## config.mk

```make
export PLATFORM = sky130hd
export DESIGN_NAME = rls_front
export DESIGN_NICKNAME = d
export VERILOG_FILES = /design/src/rtl/rls_pkg.sv /design/src/rtl/rls_front.sv
export SDC_FILE = /design/constraint.sdc
export NUM_CORES = 1
export LEC_CHECK = 0
export ABC_AREA = 0
export ABC_CLOCK_PERIOD_IN_PS = 3810
export BUFFER_PORTS_ARGS = -buffer_cell sky130_fd_sc_hd__buf_2
export CAP_MARGIN = 15
export CORE_ASPECT_RATIO = 1.4
export CORE_MARGIN = 5
export CORE_UTILIZATION = 40
export DETAILED_ROUTE_END_ITERATION = 6
export PLACE_DENSITY_LB_ADDON = 0.05
export SLEW_MARGIN = 20
export SYNTH_ARGS = -nofsm -noshare
export SYNTH_HDL_FRONTEND = slang
export SYNTH_SLANG_ARGS = --single-unit
export TNS_END_PERCENT = 5
```

## constraint.sdc

```tcl
create_clock -name clk -period 3.81 [get_ports clk]
set_input_delay 0.381 -clock clk [delete_from_list [all_inputs] [get_ports clk]]
set_output_delay 0.381 -clock clk [all_outputs]
set_load 0.1 [all_outputs]
```

## src/rtl/rls_pkg.sv

```systemverilog
// ----------------------------------------------------------------------------
// rls_pkg
// shared types, constants and codes of the region label statistics block
// ----------------------------------------------------------------------------
package rls_pkg;

  localparam int NUM_REGIONS = 256;
  localparam int IDX_W       = $clog2(NUM_REGIONS);
  localparam int LABEL_W     = 9;
  localparam int MAX_VOXELS  = 16777216;
  localparam logic [24:0] SIG_SAT = 25'd33554431;
  localparam logic [8:0]  REGION_COUNT_RESET = 9'd256;

  typedef enum logic [1:0] {
    OP_CLEAR = 2'd0,
    OP_ACC   = 2'd1,
    OP_READ  = 2'd2,
    OP_NONE  = 2'd3
  } opcode_t;

  typedef enum logic [1:0] {
    ST_OK    = 2'd0,
    ST_EMPTY = 2'd1,
    ST_RANGE = 2'd2
  } status_t;

  typedef enum logic [1:0] {
    K_CLEAR = 2'd0,
    K_ACC   = 2'd1,
    K_READ  = 2'd2,
    K_NOP   = 2'd3
  } kind_t;

  typedef struct packed {
    kind_t             kind;
    status_t           status;
    logic [IDX_W-1:0]  idx;
    logic signed [15:0] sample;
  } cmd_t;

  typedef struct packed {
    logic signed [39:0] sum;
    logic [24:0]        cnt;
    logic [54:0]        sq;
    logic signed [15:0] mn;
    logic signed [15:0] mx;
  } acc_t;

  typedef struct packed {
    acc_t all;
    acc_t nz;
  } entry_t;

  localparam acc_t ACC_RESET = '{sum: '0, cnt: '0, sq: '0,
                                 mn: 16'sh7fff, mx: 16'sh8000};

  typedef struct packed {
    logic               start;
    logic               sigma;
    logic [24:0]        cnt;
    logic signed [39:0] sum;
    logic [54:0]        sq;
  } arith_req_t;

  typedef struct packed {
    logic        done;
    logic [24:0] value;
  } arith_rsp_t;

  typedef struct packed {
    logic signed [15:0] nonzero_maximum;
    logic signed [15:0] nonzero_minimum;
    logic [24:0]        nonzero_std_dev;
    logic signed [23:0] nonzero_mean;
    logic signed [39:0] nonzero_sum;
    logic [24:0]        nonzero_count;
    logic signed [15:0] maximum;
    logic signed [15:0] minimum;
    logic [24:0]        std_dev;
    logic signed [23:0] mean_value;
    logic [24:0]        voxel_count;
    status_t            status;
  } result_t;

endpackage

```

## src/rtl/rls_front.sv

```systemverilog
// ----------------------------------------------------------------------------
// rls_front
// accepts items, checks labels against region_count, queues commands
// ----------------------------------------------------------------------------
module rls_front (
  input  logic              clk,
  input  logic              rst,
  input  logic              in_valid,
  output logic              in_ready,
  input  logic [1:0]        opcode,
  input  logic [8:0]        region_label,
  input  logic signed [15:0] sample,
  input  logic              cfg_valid,
  input  logic [8:0]        cfg_data,
  output logic              q_valid,
  output rls_pkg::cmd_t     q_cmd,
  input  logic              q_pop
);

  logic [8:0]    region_count;
  logic [8:0]    lim;
  logic          in_range;
  rls_pkg::cmd_t cmd;
  rls_pkg::cmd_t fifo [2];
  logic          wr_ptr;
  logic          rd_ptr;
  logic [1:0]    fill;
  logic          push;

  always_ff @(posedge clk) begin
    if (rst) begin
      region_count <= rls_pkg::REGION_COUNT_RESET;
    end else if (cfg_valid) begin
      region_count <= cfg_data;
    end
  end

  always_comb begin
    lim = (region_count > 9'(rls_pkg::NUM_REGIONS)) ? 9'(rls_pkg::NUM_REGIONS)
                                                     : region_count;
    in_range   = (region_label != '0) && (region_label <= lim);
    cmd.idx    = rls_pkg::IDX_W'(region_label - 9'd1);
    cmd.sample = sample;
    cmd.status = rls_pkg::ST_OK;
    cmd.kind   = rls_pkg::K_NOP;
    unique case (rls_pkg::opcode_t'(opcode))
      rls_pkg::OP_CLEAR: cmd.kind = rls_pkg::K_CLEAR;
      rls_pkg::OP_ACC: begin
        if (region_label == '0) begin
          cmd.kind = rls_pkg::K_NOP;
        end else if (!in_range) begin
          cmd.status = rls_pkg::ST_RANGE;
        end else begin
          cmd.kind = rls_pkg::K_ACC;
        end
      end
      rls_pkg::OP_READ: begin
        if (!in_range) begin
          cmd.status = rls_pkg::ST_RANGE;
        end else begin
          cmd.kind = rls_pkg::K_READ;
        end
      end
      default: cmd.kind = rls_pkg::K_NOP;
    endcase
  end

  assign in_ready = (fill != 2'd2);
  assign push     = in_valid && in_ready;
  assign q_valid  = (fill != 2'd0);
  assign q_cmd    = fifo[rd_ptr];

  always_ff @(posedge clk) begin
    if (push) begin
      fifo[wr_ptr] <= cmd;
    end
  end

  always_ff @(posedge clk) begin
    if (rst) begin
      wr_ptr <= 1'b0;
      rd_ptr <= 1'b0;
      fill   <= 2'd0;
    end else begin
      if (push) wr_ptr <= ~wr_ptr;
      if (q_pop) rd_ptr <= ~rd_ptr;
      fill <= fill + 2'(push) - 2'(q_pop);
    end
  end

endmodule

```

# == Word-level counts from Yosys, hierarchy flattened ==
# Memory sizes are Yosys's and may differ from the RTL's. A register that Yosys moved wholly into a read port is not among the register bits.
# Index checks and enable logic that the tools add are counted.
# totals
regBits,13
latch_bits,0
mem_bits_rw,56
rom_bits,0
inputBits,41
out_inout_bits,30
word_cells,33
n_memories,1
# mem_list
name,depth,word_bits,read_ports,rd_ports_with_merged_regs,wr,line_no,source
fifo,2,28,1,1,1,rls_front.sv:24,rls_pkg::cmd_t fifo [2];
# classes
addsub,3
mul,0
div_mod_pow,0
n_lt_le_gt_ge,2
eq_ne,3
shift,0
mux,12
bitwise_logic,2
reduce_logical,6
# op_table
operator,count
$gt 9x9->1 const B,1
$le 9x9->1,1
$logic_not 9->1,1
$mux 9,1
$reduce_bool 9->1,1
$mux 2,4
$sub 8x1->8 const B,1
$pmux 2 s3,1
$mux 1,5
$pmux 2 s2,1
$add 2x1->2,1
$eq 2x1->1 const B,1
$eq 2x2->1 const B,1
$logic_and 1x1->1,2
$logic_not 2->1,1
$ne 2x2->1 const B,1
$not 1->1,2
$reduce_bool 2->1,1
$sub 2x1->2,1

# == Logic depth before layout (Yosys ltp) ==
# Gate-level depths: netlist of run 1.
# logic_depth
ltp_word,7
depth_mapped,8
mapped_depth_nobuf,8

# == Worst setup path before layout of run 1 ==
# Ideal clock, no wire load.
# synth_path
path_type,flip-flop to flip-flop
from,register fill[0]
to,memory fifo[0][0] (netlist name) (enable)
setup_ns,0.411
t_arrival_ns,2.564
required_time_ns,3.399
path_slack_ns,0.835
path_stages_with_launch,4
n_path_buf,0
synth_period_minus_slack_ns,2.975
path_cell_list,dfxtp_1 -> nand2b_1 -> nand2_1 -> nor2_1
# synth_via
elab_chain_cells,4
# synth_rtl
element,line_no,source
from (decl),rls_front.sv:27,logic [1:0] fill;
from (signal assigned),rls_front.sv:87,fill <= fill + 2'(push) - 2'(q_pop);
$ne 2x2->1,rls_front.sv:68,assign in_ready = (fill != 2'd2);
named net in_ready,rls_front.sv:9,"output logic in_ready,"
$logic_and 1x1->1,rls_front.sv:69,assign push = in_valid && in_ready;
$mux 1,rls_front.sv:74,if (push) begin
$mux 1 (not written as such),rls_front.sv:75,fifo[wr_ptr] <= cmd;
to (decl),rls_front.sv:24,
# The timed path passes the listed nets, and every way through them passes these cells.

==> flow_summary.yaml, run 1 <==
yosys:
  seq_area_frac_synth: 0.641
  synth_seq_cells: 68
  synthesis.nets: 262
  syn_area_per_cell_um2: 14.4
  synth_most_common_cell: "edfxtp_1"
  synth_area_um2: 2970
  ys_types: 34
  yosys-top-cells-area: "edfxtp_1 55%, mux2_2 10%, dfxtp_1 9.4%"
  ys_top_cells_by_count: "54 x edfxtp_1, 27 x mux2_2, 15 x ha_1"
  synth_edf_count: 54
  synth-main-ff-cell: "edfxtp_1"
  synth_top_area_frac: 0.547
  synth_top_area_cell: "edfxtp_1"
  ys_warn_count: 0
  synth_cells: 206
  async_flop_share: 0
sta:
  setup_slack_ns: 1.74
  finalCritPeriodShare: 0.543
  finClkSkew_ns: 0.0109
  period_needed_ns: 2.07
  drv_slew: 0
  hold_viol_final: 0
  holdWs_ns: 0.232
  rsz0062_at_grt: "false"
  finalSetupViolations: 0
  fin_tns_setup_ns: 0
  max_freq_ghz: 0.483
global_routing:
  grt_pass1_wl_um: 8270
  grt.total_usage: 0.121
  first_global_vias: 1852
  antenna_found_initial: 0
  grt_overflow: 0
  grt_max_degree: 28
cts:
  cts.clk_slew.worst_paths_ns: 0.08
  cts_tree: "built"
  cts-resized-gates: 0
  cts.sinks: 68
  clockBufferDepth: 2
  insertion_delay_ns: 0.34
  cts_hold_buf: 0
  clock-root-buffer: "clkbuf_8"
  post-cts-setup-buffer-count: 0
  h-tree-depth: 3
  cts_buffers: 9
floorplanning:
  core_area_um2: 7310
  start_util: 0.406
  ios: 71
  die_h_um: 112
  die-area_um2: 9260
  die_x_um: 82.8
  row_count: 37
power:
  ir_worst_vdd_mv: 0.404
  power.density_nw_per_um2: 666
  leakagePower_nw: 1.46
outcome:
  status: "completed"
setup_path:
  timing.rr.start: "region_count[8]"
  r2r_slack_ns: 1.81
  reg2reg_to: "fifo[1][25]"
  start_kind: "register"
  critPathMaxFanout: 27
  path_class: "reg2out"
  crit_chain: "buf_4 -> mux2_2 -> buf_2"
  cpMaxStageDelayCell: "mux2_2"
  crit_path_max_incr_delay_ns: 0.40
  critical_path_required_ns: 3.43
  ff2ff_path_depth: 6
  worstPathArrival_ns: 1.69
  endpoint_kind: "primary output"
placed_design:
  dp_hpwl_um: 3860
  placed_area_um2: 3430
  io_buffer_count: 69
  placed_cells: 369
  post-place-ws_ns: 1.61
  place_congestion: 0.762
route:
  wl_per_cell_um: 13.7
  firstDrtPassIters: 4
  totalWireLength_um: 5280
  vias_per_cell: 4.72
  drtAntennaViolNets: 0
  drt-initial-drc-count: 51
  vias: 1817
  drc: 0
finish:
  diodes: 0
  fillers: 701
  fin_area_um2: 3650
  layout.nets: 339
  area_growth_pct: 22.9
  drive_above_1_share: 0.413
  instances_no_fill: 385
min_path:
  hold_depth: 1
  hold_path_startpoint: "sample[7]"
  whs_endpoint: "fifo[1][7]"
  holdCritPathClass: "in2reg"
flow_run:
  drv_cap: 0
[metrics by stage]
stage	utilization	power [mW]
2_1_floorplan	-	1.68
3_3_place_gp	0.469	1.83
3_5_place_dp	0.469	1.83
4_1_cts	0.498	2.47
5_1_grt	0.498	2.53
6_report	0.498	2.43
[report_power, final]
group | internal [mW] | leakage, nW | switching, mW
sequential | 0.930 | 0.620 | 0.0270
clock | 0.369 | 0.104 | 0.263
combinational | 0.165 | 0.741 | 0.675
total | 1.46 | 1.46 | 0.964
[worst max-delay path by stage]
stage	slack (ns)	cells past startpoint	endpoint	start
after floorplan	0.84	3	fifo[0][0]	fill[0]
after global placement	1.66	7	fifo[0][25]	region_label[0]
after detailed placement	1.61	7	fifo[0][25]	region_label[0]
after CTS	1.69	3	q_cmd[22]	register
after global routing	1.63	6	fifo[0][25]	region_count[8]
final	1.74	3	q_cmd[22]	register
[worst max-delay path, delay by kind of cell (launching register included)]
family	cells	cell delay, ns
buffers and inverters	2	0.62
muxes	1	0.40
DFF	1	0.31
[routing by layer]
layer  vias up  global-route usage  routed length (um)
met2        48               0.215                2840
met5         -                   0                   0
met1       849               0.121                1980
li1        912                   -                   -
met4         0              0.0654                 104
met3         8              0.0380                 356
[registers in the layout, summed over array words and instances (netlist names), named ones only]
name and cells:
region_count 9, rd_ptr 1, fill 2, wr_ptr 1, fifo 54
[cell families after synthesis]
| kind of cell | after synthesis | synth area share |
|---|---|---|
| muxes | 35 | 0.129 |
| and+or+nand+nor | 47 | 0.0814 |
| DFF | 68 | 0.641 |
| AOI/OAI and AO/OA | 14 | 0.0333 |
| other | 1 | 0.00126 |
| adders and majority gates | 15 | 0.0633 |
| xor gates and xnor gates | 9 | 0.0266 |
| buffers and inverters | 17 | 0.0236 |
[cell usage in the layout (no fill, tap or decap), types with 2 or more instances in the layout]
| cell type | synthesis | routed |
|---|---|---|
| nor2b_1 | 2 | 2 |
| a211oi_1 | 2 | 2 |
| nand2_1 | 13 | 13 |
| a21oi_1 | 3 | 3 |
| o211ai_1 | 3 | 3 |
| clkinv_4 | 0 | 2 |
| nand4_1 | 2 | 2 |
| nand2b_1 | 2 | 2 |
| clkbuf_8 | 0 | 9 |
| nor4_1 | 2 | 2 |
| buf_2 | 2 | 69 |
| mux2_2 | 27 | 27 |
| xnor2_1 | 3 | 3 |
| buf_4 | 1 | 3 |
| or3_1 | 2 | 2 |
| ha_1 | 15 | 15 |
| nor3_1 | 3 | 3 |
| bufinv_16 | 0 | 2 |
| edfxtp_1 | 54 | 54 |
| o21ai_0 | 3 | 3 |
| mux2i_1 | 8 | 8 |
| dfxtp_1 | 14 | 14 |
| nor2_1 | 14 | 13 |
| clkinv_1 | 1 | 2 |
| nand3_1 | 2 | 2 |
| inv_1 | 10 | 10 |
| xor2_1 | 6 | 6 |
[cell type report]
class | count | area, um^2 | share of cell area
clock inverter | 6 | 88.8 | 0.0244
multi-input combinational | 121 | 997 | 0.274
inverter | 11 | 41.3 | 0.0113
timing repair buffer | 72 | 368 | 0.101
clock buffer | 10 | 128 | 0.0350
sequential | 68 | 1900 | 0.522
tap | 97 | 121 | 0.0333
No activity file was read; power rests on OpenSTA's default activity.
==> run 2: changes to the inputs <==
Settings changed: ABC_AREA 0 to 1, ABC_CLOCK_PERIOD_IN_PS 3810 to 2090.
Clock period 3.81 ns to 2.09 ns, I/O delays scaled along.
==> run 2 against run 1 <==
Against the previous run:
- sequential share of layout area fell by 5.8 points
- largest power group unchanged
- first-iteration DRC count is 9.8% higher
- count of clock-buffer cells in the layout rose by 2
- routed wire length increased by 6.0%
- setup slack worse by 1.7 ns
- highest routed layer unchanged
- clock power up 36%
- critical endpoint is now fifo[0][27]
==> flow_summary.yaml, run 2 <==
global_routing:
  grt_overflow: 0
  grt_max_degree: 28
  antenna_found_initial: 0
  first_global_vias: 2135
  grt_pass1_wl_um: 9490
  grt.total_usage: 0.131
finish:
  regArea_um2: 1910
  top_register: "fifo"
  layout_commonest_cell: "edfxtp_1"
  area_growth_pct: 36.4
  final_cell_mix: "54 x edfxtp_1, 42 x buf_2, 28 x nor2_1"
  largestRegisters: "fifo x54, region_count x9, fill x2"
  diodes: 0
  final_core_util: 0.559
  drive_above_1_share: 0.438
  fillers: 648
  multi_input_area_um2: 1090
  largest_reg_flops: 54
  layout.nets: 371
yosys:
  syn_area_per_cell_um2: 12.8
  async_flop_share: 0
  synth_top_area_frac: 0.538
  synth_area_um2: 3010
  seq_area_frac_synth: 0.631
  ys_top_cells_by_count: "54 x edfxtp_1, 30 x nand2_1, 30 x nor2_1"
  synth_top_area_cell: "edfxtp_1"
  synthesis.nets: 292
  synth_most_common_cell: "edfxtp_1"
  ys_types: 28
  synth_cells: 236
  synth-main-ff-cell: "edfxtp_1"
  yosys-top-cells-area: "edfxtp_1 54%, mux2_2 10%, dfxtp_1 9.3%"
  ys_warn_count: 0
  synth_edf_count: 54
  synth_seq_cells: 68
route:
  drc: 0
  vias_per_cell: 4.65
  totalWireLength_um: 5600
  firstDrtPassIters: 4
  wl_per_cell_um: 13.4
  vias: 1938
  drtAntennaViolNets: 0
  drt-initial-drc-count: 56
sta:
  max_freq_ghz: 0.483
  finalSetupViolations: 0
  fin_tns_setup_ns: 0
  rsz0062_at_grt: "true"
  period_needed_ns: 2.07
  setup_slack_ns: 0.0190
  finClkSkew_ns: 0.00417
  drv_slew: 0
  finalCritPeriodShare: 0.991
  hold_viol_final: 0
outcome:
  status: "completed"
setup_path:
  worstPathArrival_ns: 2.16
  cp-startpoint: "region_count[5]"
  critical_path_required_ns: 2.18
  endpoint_kind: "register"
  timing.rr.start: "region_count[5]"
  start_kind: "register"
  path_class: "reg2reg"
  ff2ff_path_depth: 15
  critPathMaxFanout: 5
min_path:
  hold_depth: 1
  hold_path_startpoint: "sample[2]"
  holdCritPathClass: "in2reg"
power:
  leakagePower_nw: 1.67
  p_seq_frac: 0.417
  pwr-share-clk: 0.217
  power.density_nw_per_um2: 965
  ir_worst_vdd_mv: 0.500
  p_comb_frac: 0.366
  switching_share: 0.365
  power.internal_mw: 2.52
  switchingPower_mw: 1.45
cts:
  h-tree-depth: 3
  cts.clk_slew.worst_paths_ns: 0.07
  clockBufferDepth: 2
  clock-root-buffer: "clkbuf_8"
  cts_hold_buf: 0
  cts_tree: "built"
  cts.sinks: 68
  cts_buffers: 9
  insertion_delay_ns: 0.34
placed_design:
  post-place-ws_ns: -0.0166
  io_buffer_count: 69
  place_congestion: 0.766
  dp_hpwl_um: 4060
floorplanning:
  die-area_um2: 9400
  core_area_um2: 7360
  start_util: 0.409
  ios: 71
  die_x_um: 83.4
  row_count: 37
  die_h_um: 113
flow_run:
  drv_cap: 0
## run 2: cell types whose count changed in the layout (fill, tap and decap cells not counted), sizes merged, moves of 3 or more
cell    change
o21ai       +7
nor2       +20
mux2i       -8
nand2      +19
inv         +8
o211ai      -3
xor2        -3
## run 2: layout make-up
cell class,instances,share of cell area
Clock buffer,12,0.0329
Clock inverter,4,0.00395
Inverter,18,0.0164
Multi-Input combinational cell,145,0.264
Sequential cell,68,0.463
Tap cell,97,0.0295
Timing Repair Buffer,73,0.190
## run 2: kinds of logic after synthesis
family                     after synthesis  share of synthesized area
AOI/OAI and AO/OA                       18                     0.0316
xor gates and xnor gates                 8                     0.0232
adders and majority gates               15                     0.0623
buffers and inverters                   23                     0.0374
DFF                                     68                      0.631
muxes                                   27                      0.101
other                                    1                    0.00124
and+or+nand+nor                         76                      0.112
## run 2: through the flow
stage	power, mW	instances	hold WS [ns]	area, um^2
3_5_place_dp	3.14	400	0.402	3880
3_3_place_gp	3.12	400	0.397	3880
5_1_grt	4.17	417	0.0333	4110
4_1_cts	4.01	416	0.0363	4040
2_1_floorplan	2.65	236	0.280	3030
6_report	3.97	417	0.0578	4110
## run 2: timing repair
item,4_1_cts,5_1_grt
setup endpoints to repair,4,6
setup buffers,0,1
gates cloned,0,0
gates resized for setup,3,14
endpoints found under the hold margin,0,0
pin swaps,5,10
## run 2: routing by layer
| metal | vias up | wire [um] | share of wire | global-route usage |
|---|---|---|---|---|
| li1 | 974 | - | - | - |
| met3 | 12 | 319 | 0.057 | 0.0437 |
| met5 | - | 0 | 0 | 0 |
| met2 | 54 | 2980 | 0.53 | 0.236 |
| met4 | 0 | 160 | 0.029 | 0.0698 |
| met1 | 898 | 2140 | 0.38 | 0.133 |
## run 2: final timing paths
path	to	slack, ns
max	fifo[0][27]	0.02
max reg2reg	fifo[0][27]	0.02
min	fifo[0][2]	0.06
min reg2reg	rd_ptr	0.52
## run 2: worst max-delay path, stage by stage (launching register included)
cell	delay, ns
dfxtp_2	0.33
nor4_2	0.26
nand3_1	0.14
nand2_2	0.14
nand2_1	0.07
ha_1	0.30
nand2_2	0.07
inv_2	0.04
nand2_2	0.05
nand2_2	0.04
nand2_1	0.06
nand3_2	0.06
nand2_2	0.08
nand2_2	0.06
nand2_1	0.05
nand2_1	0.06
## run 2: power by group through the flow
stage          clock network (mW)  registers (mW)  logic, mW
2_1_floorplan                   0            1.67      0.978
3_3_place_gp                    0            1.68       1.44
3_5_place_dp                    0            1.68       1.45
4_1_cts                     0.901            1.66       1.45
5_1_grt                     0.974            1.67       1.53
6_report                    0.860            1.66       1.45
